[config.mk]
export PLATFORM = sky130hd
export DESIGN_NAME = mrlb_ctrl
export DESIGN_NICKNAME = d
export VERILOG_FILES = /design/src/hdl/mrlb_pkg.sv /design/src/hdl/mrlb_ctrl.sv
export SDC_FILE = /design/constraint.sdc
export NUM_CORES = 1
export LEC_CHECK = 0
export ABC_AREA = 1
export BUFFER_PORTS_ARGS = -buffer_cell sky130_fd_sc_hd__buf_2
export CAP_MARGIN = 20
export CORE_AREA = 2 2 46 48
export DETAILED_ROUTE_END_ITERATION = 10
export DIE_AREA = 0 0 48 50
export GPL_TIMING_DRIVEN = 0
export MAX_ROUTING_LAYER = met4
export PLACE_DENSITY = 0.74
export SYNTH_ARGS = -nofsm -noshare
export SYNTH_HDL_FRONTEND = slang
export SYNTH_SLANG_ARGS = --single-unit
[constraint.sdc]
create_clock -name clk -period 2.7 [get_ports clk]
set_input_delay 0.54 -clock clk [delete_from_list [all_inputs] [get_ports clk]]
set_output_delay 0.54 -clock clk [all_outputs]
set_load 0.03 [all_outputs]
[src/hdl/mrlb_pkg.sv]
package mrlb_pkg;
    localparam int BUF_BYTES = 4096;
    localparam int IDX_W = $clog2(BUF_BYTES);
    localparam int FREE_W = IDX_W + 1;
    localparam logic [FREE_W-1:0] BUF_SIZE = FREE_W'(BUF_BYTES);

    localparam logic [1:0] REQ_BEGIN = 2'd0;
    localparam logic [1:0] REQ_DATA  = 2'd1;
    localparam logic [1:0] REQ_OPEN  = 2'd2;
    localparam logic [1:0] REQ_FETCH = 2'd3;

    localparam logic [2:0] ST_OK     = 3'd0;
    localparam logic [2:0] ST_REJECT = 3'd1;
    localparam logic [2:0] ST_BYTE   = 3'd2;
    localparam logic [2:0] ST_DONE   = 3'd3;
    localparam logic [2:0] ST_ORDER  = 3'd4;

    // datapath operations
    typedef enum logic [3:0] {
        OP_NONE,
        OP_LATCH,      // capture request fields
        OP_RD_LEN_LO,  // read address read_index+4
        OP_RD_LEN_HI,  // read address read_index+5
        OP_DROP,       // drop head message using length in register
        OP_PUT_HDR,    // write header byte hdr_cnt
        OP_PUT_DATA,   // write payload byte
        OP_SKIP_DATA,  // count rejected byte
        OP_REJECT,
        OP_OPEN,
        OP_RD_BYTE,    // read byte at read_index
        OP_FETCH_GO,   // advance drain by one byte
        OP_FETCH_FIN,
        OP_BAD
    } op_t;

    typedef struct packed {
        op_t        op;
        logic       start_frame;
        logic       out_load;
    } cmd_t;

    typedef struct packed {
        logic [1:0] req;
        logic       pending;
        logic       drain_open;
        logic       too_big;
        logic       need_drop;
        logic       hdr_last;
        logic       frame_zero;
        logic       empty;
        logic       over_budget;
    } stat_t;
endpackage

[src/hdl/mrlb_ctrl.sv]
module mrlb_ctrl
    import mrlb_pkg::*;
(
    input  logic       clk,
    input  logic       rst_n,
    input  logic       in_fire,
    output logic       in_ready,
    input  logic       out_free,
    output logic       out_push,
    output logic [2:0] out_code,
    input  stat_t      stat,
    input  logic       disc,
    output cmd_t       cmd
);
    typedef enum logic [3:0] {
        S_IDLE, S_DEC, S_LEN_LO, S_LEN_HI, S_LEN_WAIT, S_LEN_USE,
        S_HDR, S_BYTE_RD, S_BYTE_GO, S_HOLD
    } state_t;

    state_t     state_reg, state_next;
    logic [2:0] code_reg, code_next;
    logic       fetch_reg, fetch_next;  // length read serves a fetch

    assign in_ready = (state_reg == S_IDLE);
    assign out_code = code_reg;

    always_comb
    begin
        state_next = state_reg;
        code_next  = code_reg;
        fetch_next = fetch_reg;
        cmd        = '{op: OP_NONE, start_frame: 1'b0, out_load: 1'b0};
        out_push   = 1'b0;
        case (state_reg)
            S_IDLE:
                if (in_fire)
                begin
                    cmd.op = OP_LATCH;
                    state_next = S_DEC;
                end
            S_DEC:
            begin
                state_next = S_HOLD;
                case (stat.req)
                    REQ_BEGIN:
                        if (stat.pending || stat.drain_open)
                            code_next = ST_ORDER;
                        else if (stat.too_big)
                        begin
                            cmd.op = OP_REJECT;
                            code_next = ST_REJECT;
                        end
                        else
                        begin
                            code_next = ST_OK;
                            fetch_next = 1'b0;
                            state_next = stat.need_drop ? S_LEN_LO : S_HDR;
                        end
                    REQ_DATA:
                        if (!stat.pending)
                            code_next = ST_ORDER;
                        else
                        begin
                            cmd.op = disc ? OP_SKIP_DATA : OP_PUT_DATA;
                            code_next = ST_OK;
                        end
                    REQ_OPEN:
                        if (stat.pending || stat.drain_open)
                            code_next = ST_ORDER;
                        else
                        begin
                            cmd.op = OP_OPEN;
                            code_next = ST_OK;
                        end
                    default:
                        if (!stat.drain_open)
                            code_next = ST_ORDER;
                        else if (!stat.frame_zero)
                        begin
                            code_next = ST_BYTE;
                            state_next = S_BYTE_RD;
                        end
                        else if (stat.empty)
                        begin
                            cmd.op = OP_FETCH_FIN;
                            code_next = ST_DONE;
                        end
                        else
                        begin
                            fetch_next = 1'b1;
                            state_next = S_LEN_LO;
                        end
                endcase
            end
            S_LEN_LO:
            begin
                cmd.op = OP_RD_LEN_LO;
                state_next = S_LEN_HI;
            end
            S_LEN_HI:
            begin
                cmd.op = OP_RD_LEN_HI;
                state_next = S_LEN_WAIT;
            end
            S_LEN_WAIT: state_next = S_LEN_USE;
            S_LEN_USE:
                if (!fetch_reg)
                begin
                    cmd.op = OP_DROP;
                    state_next = S_DEC;
                    // recheck drop condition next pass through decode
                end
                else if (stat.over_budget)
                begin
                    cmd.op = OP_FETCH_FIN;
                    code_next = ST_DONE;
                    state_next = S_HOLD;
                end
                else
                begin
                    code_next = ST_BYTE;
                    state_next = S_BYTE_RD;
                end
            S_HDR:
            begin
                cmd.op = OP_PUT_HDR;
                if (stat.hdr_last)
                    state_next = S_HOLD;
            end
            S_BYTE_RD: state_next = S_BYTE_GO;
            S_BYTE_GO:
            begin
                cmd.op = OP_FETCH_GO;
                cmd.start_frame = fetch_reg;
                fetch_next = 1'b0;
                state_next = S_HOLD;
            end
            S_HOLD:
            begin
                cmd.out_load = (code_reg != ST_BYTE);
                if (out_free)
                begin
                    out_push = 1'b1;
                    state_next = S_IDLE;
                end
            end
            default: state_next = S_IDLE;
        endcase
    end

    always_ff @(posedge clk or negedge rst_n)
    begin
        if (!rst_n)
        begin
            state_reg <= S_IDLE;
            code_reg  <= ST_OK;
            fetch_reg <= 1'b0;
        end
        else
        begin
            state_reg <= state_next;
            code_reg  <= code_next;
            fetch_reg <= fetch_next;
        end
    end
endmodule

== Word level (Yosys, flattened, before mapping) ==
Cells that the tools add are included.
Storage, ports and cells
  output and inout bits: 11
  input port bits: 15
  flip-flop bits (word level): 8
Operators by class
  reductions and logical operators: 9
  mux-type cells: 48
  equality and inequality tests: 23
Operator list (count)
  4-bit 2-to-1 mux: 18
  4-bit one-hot mux with 10 select lines: 1
  4-bit one-hot mux with 7 select lines: 1
  3-bit 2-to-1 mux: 9
  4-bit by 3-bit equality test with 1-bit output, second input constant: 4
  1-bit 2-to-1 mux: 13
  3-bit by 2-bit != test with 1-bit output, second input constant: 4
  4-bit one-hot mux with 3 select lines: 1
  2-bit != test, second input constant: 5
  3-bit one-hot mux with 3 select lines: 1
  4-bit by 2-bit equality test with 1-bit output, second input constant: 2
  4-bit equality test, second input constant: 2
  4-bit one-hot mux with 2 select lines: 1
  7-bit by 4-bit != test with 1-bit output, second input constant: 1
  7-bit AND reduction: 1
  3-bit != test, second input constant: 2
  3-bit one-hot mux with 2 select lines: 1
  3-bit AND reduction: 2
  4-bit by 1-bit equality test with 1-bit output, second input constant: 1
  4-bit zero test: 1
  1-bit one-hot mux with 2 select lines: 2
  2-bit nonzero test: 2
  2-bit by 1-bit equality test with 1-bit output, second input constant: 1
  2-bit equality test, second input constant: 1
  other kinds (3): 3

== Longest topological paths before layout ==
Gate-level depths: netlist of the first run.
  word-level depth: 5
  gate-level depth with buffers: 9

== Worst setup path after synthesis of the first run ==
No wires, ideal clock.
  path type: input to output
  start point: in stat[8] in the netlist's numbering
  end point: out cmd[5] in the netlist's numbering
  setup slack: 716 ps
  path buffers: 1
  cell stages on the path: 7
  required time: 2160 ps
  arrival time: 1444 ps
  cells stage by stage: inv_1 ha_1 clkbuf_1 nand3_1 nand3_1 nand2_1 nand3b_1
RTL lines
  start: declaration: line mrlb_ctrl.sv:11  | input stat_t stat,
  end: declaration: line mrlb_ctrl.sv:13  | output cmd_t cmd

==> results.md, run 1 <==
Status:
- The flow ran to the end, and the final reports show no timing, DRC or antenna violations.

STA:
- Setup violations remaining at the end of the flow were counted as 0.
- The clock tree skew after final layout is approximately 0.00038 ns.
- The final period demand of the worst path is 2.31 ns.
- The total count of hold-check failures in the final report is 0.
- The total negative slack is 0 ns.
- The peak clock frequency supported by timing is 0.432 GHz.
- The max-slew violation count came to 0.
- The relative slew slack is 0.778.
- Of the available clock period, the critical path in the final layout requires 0.857.
- Setup repair after global routing left no endpoint under its margin.
- The transition at the pin with the smallest max-transition slack is 0.333 ns.
- Setup slack on the critical path of the routed design comes to 0.385 ns.

Global routing:
- The number of global-route vias before repair is 925.
- The initial antenna violation count was 0.
- Entering global routing, the biggest net connects 9 pins.
- Across every metal layer, demand over resource in global routing totals 0.219.
- The total overflow left after global routing is 0.
- The first-pass GRT wire length is 3.77 mm.

Clocking:
- For the worst-skew pair, the clock arrives at the later sink with an insertion delay of 0.25 ns.
- The total setup buffers inserted after CTS is 0.
- The clock tree from TritonCTS is built.
- The number of CTS-inserted buffers is 3.
- For this design, the CTS-stage hold fixing added 0 buffers.
- The clock sink count is 8.
- CTS placed an instance of sky130_fd_sc_hd__clkbuf_4 at the clock tree root.
- The total of cells resized after clock tree synthesis is 0.
- Counting along the longest clock path gives a buffer depth of 2.
- CTS built an H-tree with a depth of 1.
- The clock transition at the register clock pins on the worst setup and hold paths after CTS is 0.05 ns.

Die:
- The core box area is 1900 µm².
- The die extent in y is 50 µm.
- The number of cell rows is 16.
- For this design the top-level I/O count stands at 26.
- The die outline area is 2400 µm².
- The effective utilization at floorplan is 0.475.
- The floorplan step set the die width to 48 µm.

Logic synthesis:
- The compound-cell area share of the yosys netlist is 0.0817.
- In the post-synthesis netlist, the biggest area contributors are sky130_fd_sc_hd__dfrtp_1 (22%), sky130_fd_sc_hd__nand2_1 (22%), sky130_fd_sc_hd__inv_1 (8.3%), sky130_fd_sc_hd__nand3_1 (8.3%), sky130_fd_sc_hd__ha_1 (5.5%).
- The share of synthesized area occupied by flip-flops and latches is 0.222.
- The share of the synthesized area in the top cell type is 0.222.
- Of the total synthesized cell area, the portion taken by full adders, half adders and majority gates is 0.0554.
- When the netlist entered floorplanning its net count stood at 172.
- The combinational family with the most area after synthesis is simple AND/OR/NAND/NOR gates.
- The simple-gate portion of the synthesized area is 0.528.
- The synthesized netlist occupies a cell area of 903 µm².
- Synthesis handed over a netlist of 153 instances.
- The average instance area after synthesis is around 5.9 µm².
- The parity-gate share of the synthesized area counting xor and xnor cells is 0.
- Of all cell types, the one taking the most synthesized area is sky130_fd_sc_hd__dfrtp_1.
- Measured against the total synthesized area, the mux share comes to 0.
- In this run, distinct cell masters in the synthesized netlist total 22.
- The register bit total from synthesis is 8.
- During synthesis, Yosys emitted a total of 0 warnings.

Drt:
- For this block, the routed nets add up to 2.26 mm of wire.
- The routed length on met3 is between 150 and 200 µm.
- The count of vias placed by the detailed router is 1041.
- The uppermost metal layer occupied by signal nets is met3.
- The first TritonRoute pass finished after 4 iterations.
- Wire segments on met2 add up to 1.08 mm in the final route.
- In the final routed layout, each cell accounts on average for about 11 µm.
- After the first detailed-routing iteration, the DRC count stood at 18.
- After detailed routing, the wire length on met1 is 1.01 mm.
- In this run the remaining antenna-violating nets after routing total 0.
- The via density per instance is 5.00.
- In the routed design, unresolved DRC markers number 0.

Setup path:
- The data required time of the worst path is 2.16 ns.
- The worst setup path is launched from an input pin.
- The worst path buffer plus inverter count is 4.
- On the worst path, the slowest cell contributes a delay of 0.28 ns.
- The largest individual stage delay along the critical path comes from the cell sky130_fd_sc_hd__clkbuf_1.
- In this run the critical register-to-register path is captured at state_reg[0].
- Of all nets on the critical path, the largest fanout is 8.
- The category of the worst setup path capture point is a primary output.
- The class of the most critical setup path is input pin to primary output.
- Data arrives at the worst endpoint at 1.77 ns.
- Setup slack on the worst reg-to-reg path comes out at 1.37 ns.
- The worst flop-to-flop path startpoint is state_reg[1].
- Broken down by cell family, the worst path's largest delay share belongs to buffers and inverters.
- Walking the worst path, the cells encountered are buf_2 > inv_1 > ha_1 > clkbuf_1 > nand3_1 > nand3_1 > nand2_1 > nand3b_1 > buf_2.
- The worst register-to-register path has a depth of 7.

Final layout:
- The number of diodes is 0.
- The library cell used most frequently in the layout, excluding fill and tap cells, is sky130_fd_sc_hd__nand2_1.
- In the final layout, the share of cells above drive strength 1 is 0.249.
- The net count of the finished layout is 202.
- The layout filler cell count is 202.
- The sequential cells in the finished layout cover a total of 200 µm².
- The area of the multi-input gates is ~600 µm².
- Leaving out filler cells and counting taps, the final layout contains 208.
- In the layout the commonest cells are sky130_fd_sc_hd__nand2_1 (52), sky130_fd_sc_hd__buf_2 (26), sky130_fd_sc_hd__inv_1 (20), sky130_fd_sc_hd__nand3_1 (15), sky130_fd_sc_hd__nor2_1 (13).
- The register with the most flip-flops in the layout has 4 of them.
- The growth of design area from synthesis to finish is 20.1%.

Pwr:
- The total leakage power is 0.000680 µW.
- The sequential cell fraction of total power is 0.215.
- Power spread over the standard cell area amounts to about 1000 nW/µm².
- Of the total power, the share spent switching nets is 0.576.
- After layout, the design draws a total of 1060 µW.
- In this run the power spent charging and discharging nets is ~600 µW.
- The internal power of the cells totals approximately 450 µW.
- Of the total power, the clock network draws 0.082.
- VDD sags by at most approximately 0.51 mV.
- The share of total power dissipated in combinational logic is 0.703.

Run:
- The max-capacitance violation count is 0.

Hold path:
- The class of the tightest hold or removal check is input pin to asynchronous set/reset pin.

Place:
- Including well taps, the total number of placed cells is 205.
- OpenSTA, run right after detailed placement, puts the worst setup slack at between 0.4 and 0.5 ns.
- The final HPWL from detailed placement is 1.91 mm.
- The number of buffers inserted by port buffering is 25.
- The placer congestion estimate is 0.948.
-- area by class of cell --
class / count / share of cell area
Buffer: 2 / 0.00807
Sequential cell: 8 / 0.185
Inverter: 25 / 0.0865
Clock buffer: 3 / 0.0208
Timing Repair Buffer: 25 / 0.115
Tap cell: 27 / 0.0311
Multi-Input combinational cell: 118 / 0.554
-- worst register-to-register path, delay by kind of cell (launching register included) --
family                 cells  cell delay [ns]
AND/OR/NAND/NOR            6             0.70
flip-flops                 1             0.35
buffers and inverters      1             0.17
-- synthesized netlist by cell type, drive strengths merged --
cell and instances:
buf 1, o21ai 6, nor3 1, inv 25
a21oi 5, nand3 18, nand3b 2, nand4 6
nor2 19, o22ai 1, a31oi 2, dfrtp 8
nand2 54, clkbuf 1, ha 4
-- routing by layer --
metal | GRT usage | vias up
met2 | 0.351 | 38
li1 | - | 545
met4 | 0.00450 | 0
met3 | 0.0659 | 0
met1 | 0.284 | 458
met5 | - | -
-- worst max path at each step --
stage             from  endpoint  cells past startpoint
5_1_grt        stat[8]    cmd[5]                      9
2_1_floorplan  stat[8]    cmd[5]                      7
3_5_place_dp   stat[8]    cmd[5]                      9
3_3_place_gp   stat[8]    cmd[5]                      9
6_report       stat[8]    cmd[5]                      9
4_1_cts        stat[8]    cmd[5]                      9
-- kinds of logic (layout without fill, tap and decap cells) --
kind of cell               after synthesis  count (layout)
adders and majority gates                4               4
DFF                                      8               8
and+or+nand+nor                        100             100
AOI/OAI and AO/OA                       14              14
buffers and inverters                   27              55
-- per-stage QoR --
stage	utilization	hold WS [ns]	area, µm²
floorplan	-	0.244	903
global route	0.570	0.118	1080
detailed placement	0.559	0.391	1060
global placement	0.559	0.387	1060
finish	0.570	0.122	1080
CTS	0.570	0.120	1080
-- power by group through the flow --
stage	sequential (µW)	clock, µW	combinational [µW]
after global placement	228	0	739
after detailed placement	230	0	740
after CTS	227	91.6	745
final	227	86.4	742
after floorplan	260	0	531
after global routing	235	102	833
No activity file was read; power rests on OpenSTA's default activity.
==> inputs of run 2 (changes only) <==
Settings changed: ABC_AREA 1 to unset, PLACE_DENSITY 0.74 to 0.73.
==> results.md, run 2 <==
Clocking:
- The clock tree from TritonCTS is built (unchanged).
- The clock transition at the register clock pins on the worst setup and hold paths after CTS is 0.05 ns (about the same).
- The count of hold buffers inserted by post-cts repair was 0 (unchanged).
- The total setup buffers inserted after CTS came to 0 (unchanged).
- The number of CTS-inserted buffers was 3 (unchanged).
- The cell at the root of the clock tree was sky130_fd_sc_hd__clkbuf_4 (unchanged).
- The clock latency of the later-clocked register in the worst-skew pair is 0.25 ns (about the same).
- The H-tree depth is 1 (unchanged).
- The buffer levels on the longest clock path is 2 (unchanged).
- The clock sink count came to 8 (unchanged).

Place:
- The number of buffers inserted by port buffering was 23 (was 25).
- The final HPWL from detailed placement is 1.82 mm (was 1.91 mm).
- The worst setup timing slack at the placement stage came to 0.155 ns (was 0.416 ns).
- The placer congestion estimate is 0.885 (was 0.948).
- The post-detailed-placement cell area came to 1030 µm² (was 1060 µm²).

STA:
- The total negative slack is 0 ns (unchanged).
- The peak clock frequency supported by timing is 0.398 GHz (was 0.432 GHz).
- The transition at the pin with the smallest max-transition slack is 0.403 ns (was 0.333 ns).
- The max-slew violation count is 0 (unchanged).
- The clock tree skew after final layout is 0.00605 ns (was 0.000377 ns).
- The final-report setup violation count is 0 (unchanged).
- The relative slew slack came to 0.731 (was 0.778).
- The total count of hold-check failures in the final report is 0 (unchanged).
- The final period utilization is 0.930 (was 0.857).
- RSZ-0062 raised after global routing: no (unchanged).
- The final period demand of the worst path came to 2.51 ns (was 2.31 ns).
- The least setup slack across all paths after layout is 0.188 ns (was 0.385 ns).

Pwr:
- The clock network fraction of total power is 0.078 (was 0.082).
- The largest voltage drop on the vdd net came to 0.544 mV (was 0.510 mV).
- The power density relative to cell area is 1030 nW/µm² (was 973 nW/µm²).
- The sequential cell fraction of total power is 0.203 (was 0.215).
- The switching share of power was 0.532 (was 0.576).
- The switching power total is 583 µW (was 608 µW).
- The internal power of the cells came to 512 µW (was 447 µW).
- The power after layout is 1090 µW (was 1060 µW).
- The logic gate share of total power was 0.719 (was 0.703).
- The total leakage power is 0.000482 µW (was 0.000680 µW).

Setup path:
- The cell with the largest stage delay on the worst path is sky130_fd_sc_hd__or3_1 (was sky130_fd_sc_hd__clkbuf_1).
- The top fanout value on the critical path is 10 (was 8).
- The number of cells on the worst reg-to-reg path came to 4 (was 7).
- The launching element of the worst setup path was stat[8] (unchanged).
- The critical path's largest stage delay came to 0.36 ns (was 0.28 ns).
- The class of the most critical setup path is input pin to primary output (unchanged).
- The worst flop-to-flop path startpoint is state_reg[3] (was state_reg[1]).
- The reg-to-reg endpoint is state_reg[3] (was state_reg[0]).
- The data required time of the worst path was 2.16 ns (about the same).
- The capturing instance or port of the critical path is cmd[5] (unchanged).
- The worst setup slack for register-to-register paths was 1.08 ns (was 1.37 ns).
- The kind of start point of the critical path is an input pin (unchanged).
- The category of the worst setup path capture point is a primary output (unchanged).
- The data arrival time of the critical path is 1.97 ns (was 1.77 ns).
- CP cell instances: buf_2 > ha_1 > buf_4 > or3_1 > o21ai_1 > nand3_1 > a21oi_1 > clkbuf_4 (was buf_2 > inv_1 > ha_1 > clkbuf_1 > nand3_1 > nand3_1 > nand2_1 > nand3b_1 > buf_2).

Final layout:
- The leading cell type in the layout, fill and taps excluded is sky130_fd_sc_hd__buf_2 (was sky130_fd_sc_hd__nand2_1).
- The number of flip-flops in the largest register is 4 (unchanged).
- Top library cells by usage in the layout, fill and taps aside: sky130_fd_sc_hd__buf_2 (24), sky130_fd_sc_hd__nor2_1 (12), sky130_fd_sc_hd__a21oi_1 (11), sky130_fd_sc_hd__o21ai_0 (10) (was sky130_fd_sc_hd__nand2_1 (52), sky130_fd_sc_hd__buf_2 (26), sky130_fd_sc_hd__inv_1 (20), sky130_fd_sc_hd__nand3_1 (15), sky130_fd_sc_hd__nor2_1 (13)).
- The number of diodes was 0 (unchanged).
- The final standard cell area without fillers is 1060 µm² (was 1080 µm²).
- The layout cell share with drive strength beyond 1 is 0.262 (was 0.249).
- The final core utilization is 0.557 (was 0.570).
- The number of nets at the end of the flow is 166 (was 202).
- The growth of design area from synthesis to finish is 19.6% (was 20.1%).
- The layout filler cell count is 193 (was 202).

Global routing:
- The number of global-route vias before repair came to 882 (was 925).
- The total overflow reported by the global router came to 0 (unchanged).
- The combined global-route utilization of all metal layers is 0.229 (was 0.219).
- The maximum number of pins on one net before global-route repair is 11 (was 9).
- The first-pass GRT wire length is 3.89 mm (was 3.77 mm).
- The initial antenna violation count is 0 (unchanged).

Hold path:
- The class of the tightest hold or removal check is input pin to asynchronous set/reset pin (unchanged).

Run:
- The max-capacitance violation count is 0 (unchanged).

Logic synthesis:
- The cell area after synthesis came to 886 µm² (was 903 µm²).
- The synthesized instance count is 119 (was 153).
- The share of the synthesized area in the top cell type is 0.226 (was 0.222).
- Top cells by instance count after synthesis: sky130_fd_sc_hd__nor2_1 (12), sky130_fd_sc_hd__a21oi_1 (11), sky130_fd_sc_hd__o21ai_0 (11) (was sky130_fd_sc_hd__nand2_1 (52), sky130_fd_sc_hd__inv_1 (20), sky130_fd_sc_hd__nand3_1 (15)).
- The net count after synthesis was 138 (was 172).
- The share of flip-flops with an asynchronous set or reset after synthesis is 1.00 (unchanged).
- The cell with the most instances after synthesis is sky130_fd_sc_hd__nor2_1 (was sky130_fd_sc_hd__nand2_1).
- The number of unique standard cell types used by synthesis is 41 (was 22).
- The average instance area after synthesis came to 7.44 µm² (was 5.90 µm²).
- The cell type with the largest total area after synthesis is sky130_fd_sc_hd__dfrtp_1 (unchanged).
- The register bit total from synthesis was 8 (unchanged).
- Largest cells by area after synthesis: sky130_fd_sc_hd__dfrtp_1 (23%), sky130_fd_sc_hd__a21oi_1 (6.2%), sky130_fd_sc_hd__o21ai_0 (6.2%), sky130_fd_sc_hd__ha_1 (5.6%), sky130_fd_sc_hd__nor2_1 (5.1%) (was sky130_fd_sc_hd__dfrtp_1 (22%), sky130_fd_sc_hd__nand2_1 (22%), sky130_fd_sc_hd__inv_1 (8.3%), sky130_fd_sc_hd__nand3_1 (8.3%), sky130_fd_sc_hd__ha_1 (5.5%)).
- The count of flip-flops with a built-in enable after synthesis is 0 (unchanged).
- The share of synthesized area occupied by flip-flops and latches is 0.226 (was 0.222).
- The dominant synthesized flop cell is sky130_fd_sc_hd__dfrtp_1 (unchanged).
- The warning count from the yosys run is 0 (unchanged).

Drt:
- The first-iteration detailed-routing DRC count is 25 (was 18).
- The count of antenna-violating nets left after detailed routing was 0 (unchanged).
- The first-pass iteration count of the detailed router is 4 (unchanged).
- The remaining routing DRC violations came to 0 (unchanged).
- The count of vias placed by the detailed router was 1010 (was 1041).
- The average wire length per cell after detail routing was 13.5 µm (was 10.9 µm).
- The via density per instance was 5.87 (was 5.00).
- The detailed-route wire length came to 2.32 mm (was 2.26 mm).

Die:
- The die outline area is 2400 µm² (unchanged).
- The number of cell rows is 16 (unchanged).
- The effective utilization at floorplan came to 0.466 (was 0.475).
- The die extent in y was 50 µm (unchanged).
- The core box area is 1900 µm² (unchanged).
- The number of placed I/O pins is 26 (unchanged).
- The die outline width came to 48 µm (unchanged).

Status:
- Outcome: complete, no violations (unchanged).
run 2: cell types whose count changed after synthesis, moves of 4 or more:
| cell | before | now |
|---|---|---|
| sky130_fd_sc_hd__nor2b_1 | 0 | 4 |
| sky130_fd_sc_hd__a21oi_1 | 5 | 11 |
| sky130_fd_sc_hd__inv_1 | 20 | 6 |
| sky130_fd_sc_hd__nand2_1 | 52 | 8 |
| sky130_fd_sc_hd__nand2b_1 | 0 | 4 |
| sky130_fd_sc_hd__o21ai_0 | 4 | 11 |
| sky130_fd_sc_hd__inv_2 | 5 | 0 |
| sky130_fd_sc_hd__nand3_1 | 15 | 3 |
| sky130_fd_sc_hd__nand4_1 | 6 | 1 |
run 2: timing repair:
action | CTS | global route
hold endpoints to repair | 0 | 0
endpoints found under the setup margin | 0 | 1
resized for setup | 0 | 2
run 2: cell type report:
class,count,area [µm²],area share
multi-input combinational,96,612,0.577
clock buffer,3,22.5,0.0213
inverter,6,22.5,0.0213
buffer,9,51.3,0.0484
timing repair buffer,23,118,0.111
tap,27,33.8,0.0319
sequential,8,200,0.189
run 2: power by group through the flow:
| stage | logic (µW) | clock network [µW] | registers (µW) |
|---|---|---|---|
| after floorplan | 547 | 0 | 252 |
| after global placement | 766 | 0 | 220 |
| after detailed placement | 775 | 0 | 223 |
| after CTS | 779 | 89.2 | 221 |
| after global routing | 855 | 98.8 | 232 |
| final | 787 | 84.9 | 222 |
run 2: how the worst min path moves through the flow:
stage                     start           end  slack (ns)
after floorplan           rst_n     fetch_reg        0.24
after CTS                 rst_n   out_code[1]        0.12
after global placement    rst_n  state_reg[1]        0.38
after detailed placement  rst_n  state_reg[1]        0.39
after global routing      rst_n   out_code[1]        0.12
final                     rst_n   out_code[1]        0.12
run 2: logic make-up (layout without fill, tap and decap cells):
| family | after synthesis | after routing | synth area share |
|---|---|---|---|
| AND/OR/NAND/NOR | 48 | 48 | 0.299 |
| AO/OA/AOI/OAI | 41 | 41 | 0.299 |
| buffers and inverters | 15 | 41 | 0.0833 |
| flip-flops | 8 | 8 | 0.226 |
| adder cells (fa/ha/maj) | 4 | 4 | 0.0565 |
| multiplexers | 2 | 2 | 0.0254 |
| XOR/XNOR | 1 | 1 | 0.00989 |
run 2: metrics by stage:
step | hold slack, ns | instances
global route | 0.115 | 172
CTS | 0.119 | 172
floorplan | 0.244 | 119
global placement | 0.385 | 169
finish | 0.120 | 172
detailed placement | 0.387 | 169
run 2: critical path: cells and delay by family:
| kind | cells | cell delay (ns) |
|---|---|---|
| simple gates | 2 | 0.44 |
| buf+inv | 3 | 0.49 |
| fa+ha+maj | 1 | 0.19 |
| compound gates | 2 | 0.31 |
run 2: routing by layer:
metal,vias to the layer above,part of all wire,track usage
li1,492,-,-
met1,474,0.43,0.307
met2,38,0.49,0.331
met3,6,0.051,0.0696
met4,0,0.025,0.0631
met5,-,0,-
==> inputs of run 3 (changes only) <==
Settings changed: BUFFER_PORTS_ARGS -buffer_cell sky130_fd_sc_hd__buf_2 to -buffer_cell sky130_fd_sc_hd__buf_4.
==> results.md, run 3 (synthesis gave the netlist of run 2 again) <==
Clocking:
- The total setup buffers inserted after CTS is 0 (unchanged).
- The total of cells resized after clock tree synthesis is 0 (unchanged).
- The clock sink count is 8 (unchanged).
- The clock transition at the register clock pins on the worst setup and hold paths after CTS is 0.05 ns (about the same).
- The count of hold buffers inserted by post-cts repair is 0 (unchanged).
- The number of CTS-inserted buffers is 3 (unchanged).
- The clock tree from TritonCTS is built (unchanged).
- The buffer levels on the longest clock path is 2 (unchanged).
- The H-tree depth is 1 (unchanged).
- The cell at the root of the clock tree is sky130_fd_sc_hd__clkbuf_4 (unchanged).
- The clock latency of the later-clocked register in the worst-skew pair came to 0.25 ns (about the same).

Global routing:
- The first-pass GRT wire length is 3.71 mm (was 3.89 mm).
- The total overflow reported by the global router is 0 (unchanged).
- The combined global-route utilization of all metal layers came to 0.220 (was 0.229).
- The initial antenna violation count is 0 (unchanged).
- The maximum number of pins on one net before global-route repair is 11 (unchanged).
- The number of global-route vias before repair is 861 (was 882).

Drt:
- The first-pass iteration count of the detailed router is 4 (unchanged).
- The via density per instance is 5.69 (was 5.87).
- The detailed-route wire length is 2.24 mm (was 2.32 mm).
- The count of antenna-violating nets left after detailed routing is 0 (unchanged).
- The first-iteration detailed-routing DRC count came to 25 (unchanged).
- The count of vias placed by the detailed router came to 979 (was 1010).
- The remaining routing DRC violations is 0 (unchanged).
- The average wire length per cell after detail routing is 13.0 µm (was 13.5 µm).

Final layout:
- The final standard cell area without fillers is 1110 µm² (was 1060 µm²).
- The final instance count without filler cells was 172 (unchanged).
- The number of flip-flops in the largest register is 4 (unchanged).
- Top library cells by usage in the layout, fill and taps aside: sky130_fd_sc_hd__buf_4 (25), sky130_fd_sc_hd__nor2_1 (12), sky130_fd_sc_hd__o21ai_0 (11), sky130_fd_sc_hd__a21oi_1 (11) (was sky130_fd_sc_hd__buf_2 (24), sky130_fd_sc_hd__nor2_1 (12), sky130_fd_sc_hd__a21oi_1 (11), sky130_fd_sc_hd__o21ai_0 (10)).
- The leading cell type in the layout, fill and taps excluded is sky130_fd_sc_hd__buf_4 (was sky130_fd_sc_hd__buf_2).
- The layout cell share with drive strength beyond 1 is 0.262 (unchanged).
- The number of nets at the end of the flow is 166 (unchanged).
- The growth of design area from synthesis to finish is 25.8% (was 19.6%).
- The number of diodes is 0 (unchanged).

STA:
- The transition at the pin with the smallest max-transition slack is 0.369 ns (was 0.403 ns).
- The peak clock frequency supported by timing is 0.396 GHz (was 0.398 GHz).
- The max-slew violation count is 0 (unchanged).
- RSZ-0062 raised after global routing: no (unchanged).
- The relative slew slack is 0.752 (was 0.731).
- The tightest hold margin is 0.0988 ns (was 0.120 ns).
- The total count of hold-check failures in the final report was 0 (unchanged).
- The final period utilization is 0.935 (was 0.930).
- The total negative slack is 0 ns (unchanged).
- The final period demand of the worst path is 2.52 ns (was 2.51 ns).
- The final-report setup violation count is 0 (unchanged).
- The clock tree skew after final layout is 0.000490 ns (was 0.00605 ns).

Die:
- The die outline area is 2400 µm² (unchanged).
- The die outline width is 48 µm (unchanged).
- The core box area came to 1900 µm² (unchanged).
- The effective utilization at floorplan is 0.466 (unchanged).
- The number of placed I/O pins is 26 (unchanged).
- The die extent in y is 50 µm (unchanged).
- The number of cell rows is 16 (unchanged).

Run:
- The max-capacitance violation count is 0 (unchanged).

Pwr:
- The total leakage power is 0.000496 µW (was 0.000482 µW).
- The power density relative to cell area was 1020 nW/µm² (was 1030 nW/µm²).
- The largest voltage drop on the vdd net is 0.652 mV (was 0.544 mV).

Place:
- The post-detailed-placement cell area is 1090 µm² (was 1030 µm²).
- The number of buffers inserted by port buffering is 23 (unchanged).
- The final HPWL from detailed placement is 1.81 mm (was 1.82 mm).
- The placer congestion estimate was 0.883 (was 0.885).
- The cell count after placement came to 169 (unchanged).

Setup path:
- The kind of start point of the critical path is an input pin (unchanged).
- The top fanout value on the critical path came to 10 (unchanged).
- The data arrival time of the critical path was 1.98 ns (was 1.97 ns).
- The category of the worst setup path capture point is a primary output (unchanged).
- The class of the most critical setup path is input pin to primary output (unchanged).
- The data required time of the worst path is 2.16 ns (about the same).

Hold path:
- The class of the tightest hold or removal check was input pin to asynchronous set/reset pin (unchanged).

Status:
- Outcome: complete, no violations (unchanged).
## run 3: cell types whose count changed in the layout (fill, tap and decap cells not counted), sizes merged
cell    before  now
buf         28   29
clkbuf       7    6
## run 3: final timing paths
kind / to / slack [ns] / start / cells after the start
max in group asynchronous: state_reg[3] / 2.48 / rst_n / 1
min in group clk: out_code[2] / 0.51 / out_code[2] / 1
setup reg to reg: state_reg[3] / 1.05 / state_reg[3] / 4
hold / removal: out_code[1] / 0.1 / rst_n / 1
hold reg to reg: out_code[2] / 0.51 / out_code[2] / 1
setup / recovery: cmd[5] / 0.18 / stat[8] / 8
## run 3: through the flow
step | utilization | worst slack, ns | total power (µW)
final | 0.586 | 0.176 | 1130
after global routing | 0.586 | 0.114 | 1220
after CTS | 0.586 | 0.177 | 1140
after detailed placement | 0.574 | 0.177 | 1040
after global placement | 0.574 | 0.186 | 1040
after floorplan | - | 0.198 | 800
## run 3: final cells by class
class	count	area, µm²
fill	204	787
multi-input combinational	96	612
sequential	8	200
timing repair buffer	23	173
buffer	9	51.3
tap	27	33.8
clock buffer	3	22.5
inverter	6	22.5
## run 3: routing by layer
metal,share of wire,routed length (µm),GRT usage
met1,0.45,1010,0.288
met2,0.49,1100,0.347
met3,0.060,134,0.0659
met4,0,0,0.0135
met5,0,0,-
## run 3: critical path, cell delays in order
cell and delay (ns):
sky130_fd_sc_hd__buf_4 0.12, sky130_fd_sc_hd__ha_1 0.18, sky130_fd_sc_hd__buf_4 0.16, sky130_fd_sc_hd__or3_1 0.36, sky130_fd_sc_hd__o21ai_0 0.18, sky130_fd_sc_hd__nand3_1 0.09, sky130_fd_sc_hd__a21oi_1 0.17, sky130_fd_sc_hd__buf_4 0.18
## run 3: power by group
group	internal [µW]	switching (µW)	leakage (µW)	total (µW)
logic	327	498	0.000379	825
registers	174	47.2	0.000102	222
clock network	50.6	36.3	0.0000138	86.9
total	552	581	0.000496	1130
